### src/rtl/core/bsc_pkg.sv
// Shared types, constants and helpers for the barometric compensation block.
// No dependencies.
`default_nettype none

package bsc_pkg;

  localparam logic [32:0]        FINE_OFFSET = 33'd128000;
  localparam logic [20:0]        PRESS_FULL  = 21'd1048576;
  localparam logic signed [16:0] PRESS_SCALE = 17'sd3125;
  localparam int unsigned        DIV_STEPS   = 64;
  localparam int unsigned        ADDR_W      = 5;

  typedef enum logic [1:0] {
    REG_TEMP_CAL   = 2'd0,
    REG_PRESS_LOW  = 2'd1,
    REG_PRESS_HIGH = 2'd2,
    REG_PRESS_LAST = 2'd3
  } reg_idx_t;

  typedef struct packed {
    logic [15:0] t1;
    logic [15:0] t2;
    logic [15:0] t3;
    logic [15:0] p1;
    logic [15:0] p2;
    logic [15:0] p3;
    logic [15:0] p4;
    logic [15:0] p5;
    logic [15:0] p6;
    logic [15:0] p7;
    logic [15:0] p8;
    logic [15:0] p9;
  } cal_t;

  typedef struct packed {
    logic [31:0] temperature_centi;
    logic [31:0] fine_temperature;
    logic [19:0] raw_pressure;
  } queue_item_t;

  typedef struct packed {
    logic full;
    logic empty;
  } queue_status_t;

  typedef struct packed {
    logic [31:0] temperature_centi;
    logic [31:0] fine_temperature;
    logic        no_divisor;
  } back_tag_t;

  // Low 64 bits of a * b, b signed 17 bits; a 50-bit low partial product and a 32-bit high one.
  function automatic logic [63:0] mul64x17(input logic [63:0] a, input logic signed [16:0] b);
    logic signed [49:0] lo;
    logic [31:0]        hi;
    lo = $signed({1'b0, a[31:0]}) * b;
    hi = a[63:32] * {{15{b[16]}}, b};
    return {{14{lo[49]}}, lo} + {hi, 32'd0};
  endfunction

endpackage

`default_nettype wire

### src/rtl/core/bsc_queue.sv
// Small register FIFO between the front and back ends.
// Depends on bsc_pkg.
`default_nettype none

module bsc_queue import bsc_pkg::*; #(
  parameter int unsigned DEPTH = 4
) (
  input  wire logic        clk,
  input  wire logic        rst,
  input  wire logic        push,
  input  wire queue_item_t push_item,
  input  wire logic        pop,
  output queue_item_t      head,
  output queue_status_t    status
);

  localparam int unsigned PW = (DEPTH > 1) ? $clog2(DEPTH) : 1;
  localparam int unsigned CW = $clog2(DEPTH + 1);

  queue_item_t   slots [DEPTH];
  logic [PW-1:0] wr_ptr, rd_ptr;
  logic [CW-1:0] count;

  assign head         = slots[rd_ptr];
  assign status.full  = (count == CW'(DEPTH));
  assign status.empty = (count == '0);

  always_ff @(posedge clk) begin
    if (rst) begin
      wr_ptr <= '0;
      rd_ptr <= '0;
      count  <= '0;
    end else begin
      if (push) begin
        wr_ptr <= (wr_ptr == PW'(DEPTH - 1)) ? '0 : wr_ptr + 1'b1;
      end
      if (pop) begin
        rd_ptr <= (rd_ptr == PW'(DEPTH - 1)) ? '0 : rd_ptr + 1'b1;
      end
      if (push && !pop) begin
        count <= count + 1'b1;
      end else if (pop && !push) begin
        count <= count - 1'b1;
      end
    end
  end

  always_ff @(posedge clk) begin
    if (push) begin
      slots[wr_ptr] <= push_item;
    end
  end

endmodule

`default_nettype wire

### config.mk
export PLATFORM = sky130hd
export DESIGN_NAME = bsc_queue
export DESIGN_NICKNAME = d
export VERILOG_FILES = /design/src/rtl/core/bsc_pkg.sv /design/src/rtl/core/bsc_queue.sv
export SDC_FILE = /design/constraint.sdc
export NUM_CORES = 1
export LEC_CHECK = 0
export BUFFER_PORTS_ARGS = -buffer_cell sky130_fd_sc_hd__buf_4
export CORE_MARGIN = 3
export CORE_UTILIZATION = 42
export CTS_CLUSTER_SIZE = 40
export DETAILED_ROUTE_END_ITERATION = 12
export HOLD_SLACK_MARGIN = 0.03
export SLEW_MARGIN = 30
export SYNTH_ARGS = -nofsm -noshare
export SYNTH_HDL_FRONTEND = slang
export SYNTH_SLANG_ARGS = --single-unit
### constraint.sdc
create_clock -name clk -period 2.9 [get_ports clk]
set_input_delay 0.29 -clock clk [delete_from_list [all_inputs] [get_ports clk]]
set_output_delay 0.29 -clock clk [all_outputs]
set_load 0.02 [all_outputs]
### Yosys cells after proc, flatten, opt, wreduce, memory -nomap -nowiden

Memory sizes are Yosys's and may differ from the RTL's. A register that Yosys moved wholly into a read port is not among the register bits.
Cells that the tools add are included.
W data, S select, Z words.

* shift-type cells: 0
* add/sub/neg operators: 4
* divide/modulo/power cells: 0
* mux-type cells: 8
* equality and inequality tests: 3
* order comparisons: 0
* multipliers: 0
* reductions and logical operators: 6
* bitwise operators: 0

Operators with widths (count)
* $mux W2: 4
* $mux W3: 2
* $add A2 B1 Y2 const B: 2
* $eq A2 B2 Y1 const B: 2
* $add A3 B1 Y3 const B: 1
* $eq A3 B3 Y1 const B: 1
* $logic_not A3 Y1: 1
* $sub A3 B1 Y3 const B: 1
* $logic_and A1 B1 Y1: 2
* $logic_not A1 Y1: 2
* $mux W1: 2
* $reduce_bool A2 Y1: 1

* bits in latches: 0
* memories: 1
* bits in read-only memories: 0
* bits in writable memories: 336
* input port bits: 88
* bits in registers: 7

Memories
* slots: depth 4, width 84, read ports 1, clocked after Yosys merged registers in 1, wr ports 1, RTL line bsc_queue.sv:20 `queue_item_t slots [DEPTH];`

### Depth between registers and ports, before layout

* depth in word-level cells: 4
* gate-level depth with buffers: 7
* mapped depth without buffers: 7

### Worst setup path before layout

Ideal clock, no wire load.

* path kind: register to register
* start: register wr_ptr[0]
* end: memory slots[3][0] (netlist bit) (enable)
* arrival: 2.500 ns
* stages on the path, launching flop included: 3
* path buffers: 0
* clock period less this slack: 2.951 ns
* setup slack: -0.051 ns
* path through: dfxtp_1 ha_1 and2_1

RTL lines
* start, declared: RTL line bsc_queue.sv:21 `logic [PW-1:0] wr_ptr, rd_ptr;`
* start signal, assigned: RTL line bsc_queue.sv:35 `wr_ptr <= (wr_ptr == PW'(DEPTH - 1)) ? '0 : wr_ptr + 1'b1;`
* end, declared: RTL line bsc_queue.sv:20

No word-level cell before the write port.

==> impl_metrics.json <==
{
  "irDropWorstVdd_mv": 0.437,
  "synthSimpleGateAreaFrac_pct": 0.618,
  "synth_nets": 577,
  "grt_usage_pct": 16.0,
  "path_cells": "buf_4 > mux4_2 > buf_4",
  "cp-start-kind": "flop",
  "cts_buffers": 35,
  "hold_path.class": "in -> reg",
  "core_area_sq_um": 29100,
  "critPathArrivalTime_ns": 2.14,
  "layout.nets": 869,
  "drt_pass1_iterations": 4,
  "rows": 62,
  "fp.dieH_microns": 179,
  "maxCapViolations": 0,
  "wl_microns": 25100,
  "cp_max_fo": 15,
  "synth_area_sq_um": 12600,
  "synth_top_family_by_area": "multiplexers",
  "layout-drive-gt1-share_pct": 40.3,
  "antenna_found_initial": 0,
  "ant_nets": 0,
  "multi_input_area_sq_um": 2150,
  "fmax_ghz": 0.411,
  "post-route-util_pct": 56.2,
  "rsz0062_at_grt": "no",
  "seqCellArea_sq_um": 10300,
  "synth_top_cells_by_area": "edfxtp_1 80%, mux4_2 15%, dfxtp_1 1.4%",
  "die_area_sq_um": 32000,
  "avgSynthCellArea_sq_um": 26.1,
  "grt_max_degree": 43,
  "worst-r2r-setup-slack_ns": 1.02,
  "setup_tns_ns": 0,
  "leakage_nw": 5.57,
  "synthAdderAreaFrac_pct": 0.757,
  "worst_pin_slew_ns": 0.699,
  "dieWidth_microns": 179,
  "vias": 6047,
  "min_period_over_period_pct": 83.8,
  "drt_iter0_markers": 413,
  "fin_hold_ws_ns": 0.118,
  "hold_viol": 0,
  "clk_pin_slew_ns": 0.06,
  "cp-end-kind": "primary output",
  "crit_type": "reg -> out",
  "synth.mux.area_fraction_pct": 15.4,
  "finalCriticalPeriod_ns": 2.43,
  "synth_seq_cells": 345,
  "overflow": 0,
  "cpMaxStageDelayCell": "mux4_2",
  "gp_congestion": 0.762,
  "synthCells": 482,
  "area_growth_pct": 30.2,
  "synth_cell_types": 19,
  "h-tree-depth": 2,
  "max_slew_margin_pct": 53.4,
  "dpl.cell_count": 1036,
  "seq_area_frac_synth_pct": 81.8,
  "cp_common_cell": "buf_4",
  "wl_per_cell_microns": 21.3,
  "pre_cts_ws_ns": 0.918,
  "synth_largest_area_cell": "edfxtp_1",
  "cts_sinks": 345,
  "status": "completed",
  "clockBufferDepth": 3,
  "setup_viol": 0,
  "grt_pass1_vias": 6748,
  "start_util_pct": 43.2,
  "worstSkewPairLatency_ns": 0.51,
  "drc": 0,
  "synth-compound-area-share_pct": 0.120,
  "slowest_delay_ns": 0.56,
  "clock-root-buffer": "clkbuf_16",
  "vias_per_cell": 5.12,
  "ioPinCount": 174,
  "finalNonFillerCells": 1180,
  "synth_xor_xnor_area_share_pct": 0.139,
  "layout_setup_ws_ns": 0.468,
  "port_buffers": 173,
  "finClkSkew_ns": 0.0132,
  "grt_first_pass_wirelength_microns": 38500,
  "drv_slew": 0,
  "fillers": 2196,
  "synth_top_area_share_pct": 80.3,
  "required_ns": 2.61,
  "cts_tree": "built",
  "dp_hpwl_microns": 15600,
  "cellPowerDensity_nw_per_um2": 687,
  "yosysWarnings": 0,
  "diodes": 0
}
final timing paths:
check                                       startpoint                     end  cells after the start
worst min-delay path                              push  wr_ptr[0]$_SDFFE_PP0P_                      3
worst min register to register   count[2]$_SDFFE_PP0P_   count[2]$_SDFFE_PP0P_                      2
worst max register to register  wr_ptr[0]$_SDFFE_PP0P_  slots[3][72]$_DFFE_PP_                      3
worst max-delay path                              flop                head[45]                      3
where the power goes:
part	switching [mW]	leakage (nW)	internal, mW
registers	0.0782	3.16	5.71
clock network	1.72	0.514	2.44
logic	0.654	1.89	0.630
total	2.45	5.57	8.78
critical path, delay by kind of cell (launching register included):
family | cells | cell delay, ns
buffers and inverters | 2 | 0.53
DFF | 1 | 0.54
muxes | 1 | 0.56
state kept, by name, summed over array words and instances (netlist names), named ones only:
| signal | count |
|---|---|
| slots | 336 |
| count | 3 |
| rd_ptr | 2 |
| wr_ptr | 2 |
timing repair:
| item | CTS | global route |
|---|---|---|
| hold buffers | 85 | 0 |
| resized for setup | 0 | 0 |
| setup buffers | 0 | 0 |
| hold endpoints to repair | 345 | 0 |
Yosys cell counts:
| master | number |
|---|---|
| inv_1 | 4 |
| fa_1 | 1 |
| or3_1 | 1 |
| a21oi_1 | 2 |
| xor2_1 | 2 |
| nor3b_1 | 2 |
| nor3_1 | 1 |
| clkbuf_1 | 2 |
| dfxtp_1 | 9 |
| o21ai_0 | 1 |
| edfxtp_1 | 336 |
| buf_4 | 2 |
| buf_6 | 7 |
| and2_1 | 4 |
| mux4_2 | 84 |
| mux2i_1 | 4 |
| buf_2 | 7 |
| ha_1 | 6 |
| nor2_1 | 7 |
layer usage:
metal | global-route usage (%) | wire length, microns
met5 | 0 | 0
met1 | 21.6 | 10500
met3 | 4.40 | 1910
met4 | 3.70 | 398
met2 | 26.3 | 12300
cell families after synthesis:
logic type	count (synthesis)
AND/OR/NAND/NOR	15
AO/OA/AOI/OAI	3
buffers and inverters	22
multiplexers	88
XOR/XNOR	2
flip-flops	345
adder cells (fa/ha/maj)	7
stage by stage:
| stage | power, mW | instance area (sq um) |
|---|---|---|
| after floorplan | 6.53 | 12600 |
| after global placement | 7.08 | 14400 |
| after detailed placement | 7.11 | 14400 |
| after CTS | 11.4 | 16300 |
| after global routing | 11.7 | 16300 |
| final | 11.2 | 16300 |
layout by cell type (no fill, tap or decap):
cell type	synthesis	routed
nor3b_1	2	2
dfxtp_1	9	7
buf_12	0	8
or3_1	1	1
o21ai_0	1	1
a21oi_1	2	2
clkbuf_1	2	6
clkinv_8	0	1
clkinvlp_4	0	1
mux2i_1	4	4
dfxtp_4	0	2
inv_1	4	4
nor3_1	1	1
ha_1	6	6
nor2_1	7	7
fa_1	1	1
clkinv_1	0	10
xor2_1	2	2
dlygate4sd3_1	0	85
and2_4	0	4
mux4_2	84	84
clkbuf_16	0	36
clkinv_2	0	2
bufinv_16	0	2
edfxtp_1	336	336
buf_4	2	180
inv_6	0	1
cell type report:
type / count / share of cell area, %
flip-flops and latches: 345 / 62.9
repair buffers: 273 / 14.5
multi-input cells: 115 / 13.1
clock buffers: 42 / 5.65
well taps: 384 / 2.94
clock inverters: 17 / 0.857
inverters: 4 / 0.0919
Note: power is estimated with default switching activity, not from simulation.
