<file path="config.mk">
export PLATFORM = sky130hd
export DESIGN_NAME = bsc_front
export DESIGN_NICKNAME = d
export VERILOG_FILES = /design/src/rtl/core/bsc_pkg.sv /design/src/rtl/core/bsc_front.sv
export SDC_FILE = /design/constraint.sdc
export NUM_CORES = 2
export LEC_CHECK = 0
export ABC_AREA = 1
export BUFFER_PORTS_ARGS = -buffer_cell sky130_fd_sc_hd__buf_2
export CORE_ASPECT_RATIO = 1.5
export CORE_MARGIN = 3
export CORE_UTILIZATION = 50
export DETAILED_ROUTE_END_ITERATION = 16
export GPL_TIMING_DRIVEN = 0
export PLACE_DENSITY = 0.71
export SETUP_SLACK_MARGIN = 0.1
export SKIP_LAST_GASP = 1
export SYNTH_ARGS = -nofsm -noshare
export SYNTH_HDL_FRONTEND = slang
export SYNTH_SLANG_ARGS = --single-unit
</file>
<file path="constraint.sdc">
create_clock -name clk -period 17 [get_ports clk]
set_clock_uncertainty 0.05 [all_clocks]
set_input_delay 0 -clock clk [delete_from_list [all_inputs] [get_ports clk]]
set_output_delay 0 -clock clk [all_outputs]
set_load 0.05 [all_outputs]
</file>
<file path="src/rtl/core/bsc_pkg.sv">
// Shared types, constants and helpers for the barometric compensation block.
// No dependencies.
`default_nettype none

package bsc_pkg;

  localparam logic [32:0]        FINE_OFFSET = 33'd128000;
  localparam logic [20:0]        PRESS_FULL  = 21'd1048576;
  localparam logic signed [16:0] PRESS_SCALE = 17'sd3125;
  localparam int unsigned        DIV_STEPS   = 64;
  localparam int unsigned        ADDR_W      = 5;

  typedef enum logic [1:0] {
    REG_TEMP_CAL   = 2'd0,
    REG_PRESS_LOW  = 2'd1,
    REG_PRESS_HIGH = 2'd2,
    REG_PRESS_LAST = 2'd3
  } reg_idx_t;

  typedef struct packed {
    logic [15:0] t1;
    logic [15:0] t2;
    logic [15:0] t3;
    logic [15:0] p1;
    logic [15:0] p2;
    logic [15:0] p3;
    logic [15:0] p4;
    logic [15:0] p5;
    logic [15:0] p6;
    logic [15:0] p7;
    logic [15:0] p8;
    logic [15:0] p9;
  } cal_t;

  typedef struct packed {
    logic [31:0] temperature_centi;
    logic [31:0] fine_temperature;
    logic [19:0] raw_pressure;
  } queue_item_t;

  typedef struct packed {
    logic full;
    logic empty;
  } queue_status_t;

  typedef struct packed {
    logic [31:0] temperature_centi;
    logic [31:0] fine_temperature;
    logic        no_divisor;
  } back_tag_t;

  // Low 64 bits of a * b, b signed 17 bits; a 50-bit low partial product and a 32-bit high one.
  function automatic logic [63:0] mul64x17(input logic [63:0] a, input logic signed [16:0] b);
    logic signed [49:0] lo;
    logic [31:0]        hi;
    lo = $signed({1'b0, a[31:0]}) * b;
    hi = a[63:32] * {{15{b[16]}}, b};
    return {{14{lo[49]}}, lo} + {hi, 32'd0};
  endfunction

endpackage

`default_nettype wire

</file>
<file path="src/rtl/core/bsc_front.sv">
// Front end: takes requests, computes temperature and fine temperature.
// Depends on bsc_pkg; feeds bsc_queue.
`default_nettype none

module bsc_front import bsc_pkg::*; (
  input  wire logic          clk,
  input  wire logic          rst,
  input  wire cal_t          cal,
  input  wire logic          raw_valid,
  output logic               raw_stall,
  input  wire logic [19:0]   raw_temperature,
  input  wire logic [19:0]   raw_pressure,
  input  wire queue_status_t q_status,
  output logic               push,
  output queue_item_t        push_item
);

  logic               adv;
  logic               f1_valid, f2_valid, f3_valid;
  logic signed [17:0] f1_a;
  logic signed [16:0] f1_b;
  logic [19:0]        f1_rawp, f2_rawp, f3_rawp;
  logic signed [31:0] f2_tv1;
  logic signed [19:0] f2_s;
  logic signed [31:0] f3_fine;

  logic signed [17:0] a_c;
  logic signed [16:0] b_c;
  logic signed [33:0] m1_c, bb_c;
  logic signed [35:0] m3_c;
  logic signed [31:0] tv1_c, tv2_c, fine_c, f5_c, temp_c;

  assign adv       = !f3_valid || !q_status.full;
  assign raw_stall = !adv;

  always_comb begin
    a_c    = $signed({1'b0, raw_temperature[19:3]}) - $signed({1'b0, cal.t1, 1'b0});
    b_c    = $signed({1'b0, raw_temperature[19:4]}) - $signed({1'b0, cal.t1});
    m1_c   = f1_a * $signed(cal.t2);
    bb_c   = f1_b * f1_b;
    tv1_c  = $signed(m1_c[31:0]) >>> 11;
    m3_c   = f2_s * $signed(cal.t3);
    tv2_c  = $signed(m3_c[31:0]) >>> 14;
    fine_c = f2_tv1 + tv2_c;
    f5_c   = (f3_fine <<< 2) + f3_fine + 32'sd128;
    temp_c = f5_c >>> 8;
  end

  always_ff @(posedge clk) begin
    if (rst) begin
      f1_valid <= 1'b0;
      f2_valid <= 1'b0;
      f3_valid <= 1'b0;
    end else if (adv) begin
      f1_valid <= raw_valid;
      f2_valid <= f1_valid;
      f3_valid <= f2_valid;
    end
  end

  always_ff @(posedge clk) begin
    if (adv) begin
      f1_a    <= a_c;
      f1_b    <= b_c;
      f1_rawp <= raw_pressure;
      f2_tv1  <= tv1_c;
      f2_s    <= $signed(bb_c[31:12]);
      f2_rawp <= f1_rawp;
      f3_fine <= fine_c;
      f3_rawp <= f2_rawp;
    end
  end

  assign push                        = f3_valid && !q_status.full;
  assign push_item.temperature_centi = temp_c;
  assign push_item.fine_temperature  = f3_fine;
  assign push_item.raw_pressure      = f3_rawp;

endmodule

`default_nettype wire

</file>
# After elaboration in Yosys (flattened, before gate mapping)
# Index checks and enable logic that the tools add are counted.
[word_totals]
reg_bits = 171
latchBits = 0
ram_bits = 0
rom_bits = 0
output_inout_bits = 86
elab_cells = 24
memories = 0
[op_classes]
addsub = 5
multipliers = 3
div = 0
magnitude_cmp = 0
n_eq_ne = 0
shift = 0
muxes = 0
n_bitwise = 0
reduce_logical = 5
[ops]
columns = ["cell", "n"]
rows = [
  ["32-bit adder", 1],
  ["32-bit by 9-bit adder with 32-bit output (second input constant)", 1],
  ["17-bit by 17-bit multiplier with 32-bit output", 1],
  ["18-bit by 16-bit multiplier with 32-bit output", 1],
  ["20-bit by 16-bit multiplier with 32-bit output", 1],
  ["21-bit by 18-bit adder with 22-bit output", 1],
  ["17-bit by 17-bit subtractor with 18-bit output", 1],
  ["16-bit by 16-bit subtractor with 17-bit output", 1],
  ["1-bit logical NOT", 3],
  ["1-bit logical AND", 1],
  ["1-bit logical OR", 1],
]

# Longest topological paths before layout
[logic_depth]
ltp_word = 3
depth_mapped = 36
ltp_nobuf = 35

# Least setup slack after synthesis
# OpenSTA, ideal clock, no wires.
[synth_path]
path_type = "reg2reg"
from = "register f2_s[7]"
to = "register f3_fine[20], data pin"
setup_time_ps = 258
arrival_ps = 6272
setup_slack_ps = 10420
path_stages_with_launch = 32
path_buffers = 2
path_cell_list = "edfxtp_1 > clkbuf_1 > clkbuf_1 > nand2_1 > fa_1 > inv_1 > fa_1 > inv_1 > fa_1 > inv_1 > fa_1 > fa_1 > inv_1 > fa_1 > inv_1 > ha_1 > nand2_1 > inv_1 > nand2_1 > nand2_1 > a21oi_1 > nand2_2 > a21oi_1 > inv_1 > nand2_1 > nand2_1 > ha_1 > nand2_1 > nor4_1 > nand4_1 > nand3_1 > xor2_1"
[synth_via]
elab_chain_len = 2
[synth_lines]
columns = ["element", "line_no", "source"]
rows = [
  ["start, declared", "bsc_front.sv:24", "logic signed [19:0] f2_s;"],
  ["start signal, assigned", "bsc_front.sv:67", "f2_s <= $signed(bb_c[31:12]);"],
  ["20-bit by 16-bit multiplier with 32-bit output", "bsc_front.sv:42", "m3_c = f2_s * $signed(cal.t3);"],
  ["21-bit by 18-bit adder with 22-bit output", "bsc_front.sv:44", "fine_c = f2_tv1 + tv2_c;"],
  ["net fine_c[20]", "bsc_front.sv:31", "logic signed [31:0] tv1_c, tv2_c, fine_c, f5_c, temp_c;"],
  ["end signal, assigned", "bsc_front.sv:69", "f3_fine <= fine_c;"],
  ["end, declared", "bsc_front.sv:25", "logic signed [31:0] f3_fine;"],
]
# The timed path passes the listed nets, and every way through them passes these cells.
# A chain may end at the register's enable or synchronous reset.

# Worst setup path in the final report
# Ends and elaborated chain as after synthesis.

==> results.tsv <==
metric	value	unit
antennaDiodeCount	0	
globalplace.congestion	0.960	
status	finished clean	
rr_endpoint	f3_fine[20]	
syn_nets	6353	
crit_required	17.16	ns
first_iter_violations	1783	
dieArea	0.0840	mm2
ys_async_sr_fraction	0	
cp-start-kind	flip-flop	
crit_path_max_fanout	10	
portBuffers	150	
endpoint_kind	flip-flop	
drive_above_1_share	0.0541	
cpPeakStageDelay	0.59	ns
antenna_found_initial	1	
final_hold_viol_count	0	
wl_per_cell	17.7	um
ios	323	
grt_usage	0.273	
cts_tree	done	
clk_pin_slew	0.07	ns
postRouteAntennaNets	0	
ys_ff_latch	144	
min-delay-start	raw_temperature[14]	
seq_area_frac_synth	0.107	
reg2reg_from	f2_s[7]	
firstDrtPassIters	5	
ys_warn_count	0	
vias_per_cell	5.17	
synth_edf_count	141	
grt_pass1_vias	35171	
row_count	126	
wl	110	mm
hold_path.class	in -> reg	
fin_nets	6558	
yosys.cell_types.count	47	
cts_max_level	4	
fin_crit	8.08	ns
finalSetupViolCount	0	
clock.fmax	0.124	GHz
synth_ff_type	edfxtp_1	
clock_path_buffers	2	
cts.sinks	144	
die_height	354	um
grt_pass1_wl	177	mm
holdPathStages	3	
cts_inserted_buffers	17	
root_buffer	clkbuf_16	
drc	0	
area_growth	7.55	%
core	0.0793	mm2
cp_slowest_cell	fa_1	
drv_cap	0	
clk_latency	0.48	ns
synthesis.area	0.0403	mm2
cts_resized	0	
postCtsSetupRepairBufs	0	
min_to	f1_a[11]	
start_util	0.508	
tns	0	ns
rr_worst_depth	29	
grt_start_max_net_pins	78	
num_vias	32117	
worstMarginPinSlew	0.993	ns
max_slew_margin	0.338	
cp_data_arrival_time	8.24	ns
dp_hpwl	93.7	mm
drv_slew	0	
overflow	0	
syn_inst	4975	
die-width	238	um
synth.avg_cell_area	8.09	um2
rsz0062_at_grt	no	
crit_type	reg -> reg	
fin_crit_sh	0.475	
ff2ff_setup_slack	8.92	ns
synth_stat cells (6+ instances only):
cell	instances	area, um2
inv_1	1475	5540
nand2_1	1206	4530
fa_1	817	16400
ha_1	324	4050
nor2_1	186	698
a21oi_1	155	776
edfxtp_1	141	4230
clkbuf_1	126	473
nand3_1	104	521
xor2_1	72	631
o21ai_0	71	355
xnor2_1	31	272
buf_4	23	173
nor3_1	23	115
nand4_1	22	138
a21o_1	16	120
o21bai_1	16	120
buf_1	15	56.3
nand2_2	15	93.8
o21a_1	15	113
or2_2	13	81.3
o21ai_1	11	55.1
nand3b_1	9	67.6
nor4_1	9	56.3
nor2_2	8	50.1
a21boi_0	7	52.6
a21oi_2	7	61.3
a31oi_1	7	43.8
nor3_2	7	70.1
buf_2	6	30.0
o211ai_1	6	45.0
sequential cells by signal, indices dropped and copies added (netlist names):
| signal | cells |
|---|---|
| f2_s | 20 |
| f2_rawp | 20 |
| f1_rawp | 20 |
| f2_tv1 | 21 |
| f3_fine | 22 |
| f1_a | 18 |
| f1_valid | 1 |
| f3_rawp | 20 |
| f2_valid | 1 |
| f3_valid | 1 |
logic make-up after synthesis:
family | Yosys count | synth area share
buffers and inverters | 1651 | 0.156
and+or+nand+nor | 1613 | 0.162
adders and majority gates | 1141 | 0.507
AOI/OAI and AO/OA | 323 | 0.0458
DFF | 144 | 0.107
xor gates and xnor gates | 103 | 0.0224
how the worst max path moves through the flow:
| stage | slack, ns | from | endpoint | cells after the start |
|---|---|---|---|---|
| 6_report | 8.92 | f2_s[7] | f3_fine[20] | 29 |
| 5_1_grt | 8.43 | f2_s[5] | f3_fine[30] | 31 |
| 4_1_cts | 8.98 | f2_s[10] | f3_fine[20] | 29 |
| 3_5_place_dp | 9.04 | f2_s[10] | f3_fine[20] | 29 |
| 3_3_place_gp | 8.99 | f2_s[5] | f3_fine[20] | 29 |
| 2_1_floorplan | 10.42 | f2_s[7] | f3_fine[20] | 31 |
cell type report:
type	instances	area (um2)
fill	7399	36000
multi-input combinational	3180	29700
inverter	1480	5560
sequential	144	4290
tap	1024	1280
timing repair buffer	186	1150
buffer	171	737
clock buffer	18	429
clock inverter	13	176
metal layers:
metal	share of wire	track usage	up-vias	wire [um]
met5	0	0	-	0
met4	0.084	0.191	0	9190
met3	0.052	0.0287	430	5690
met2	0.52	0.501	1153	57200
met1	0.34	0.291	15736	37800
li1	-	-	14798	-
cell usage in the layout, fill, tap and decap left out, types with 7 or more instances in the layout:
cell           Yosys  routed
inv_1           1475    1475
nand2_1         1206    1205
fa_1             817     817
ha_1             324     324
nor2_1           186     186
buf_2              6     156
a21oi_1          155     155
edfxtp_1         141     141
clkbuf_1         126     127
nand3_1          104     104
xor2_1            72      72
o21ai_0           71      71
dlygate4sd3_1      0      34
xnor2_1           31      31
buf_4             23      23
nor3_1            23      23
nand4_1           22      22
clkbuf_16          0      17
a21o_1            16      16
o21bai_1          16      16
buf_1             15      15
o21a_1            15      15
nand2_2           15      15
or2_2             13      13
o21ai_1           11      11
nor4_1             9       9
nand3b_1           9       9
nor2_2             8       8
a31oi_1            7       7
a21oi_2            7       7
a21boi_0           7       7
nor3_2             7       7
metrics by stage:
step           cells  cell area, um2  hold slack (ns)  worst slack [ns]  utilization
2_1_floorplan   4975           40300           0.0191             10.42            -
3_3_place_gp    6149           42300            0.127              8.99        0.533
3_5_place_dp    6151           42400            0.128              9.04        0.534
4_1_cts         6216           43300        0.0000784              8.98        0.546
5_1_grt         6216           43300           0.0321              8.43        0.546
6_report        6216           43300           0.0250              8.92        0.546
worst max-delay path, delay by kind of cell, from the launching register on:
family                     cells  cell delay (ns)
xor gates and xnor gates       1             0.07
and+or+nand+nor                9             1.41
buffers and inverters          8             1.37
adders and majority gates      8             3.91
DFF                            1             0.32
AOI/OAI and AO/OA              3             0.68
timing repair:
action / CTS / global route
setup endpoints to repair: 0 / 0
hold endpoints to repair: 39 / 0
hold buffers: 34 / 0
Power is left out: the tool's default activity adds up to more than one toggle a clock period on the data nets, which glitch-free logic cannot reach.
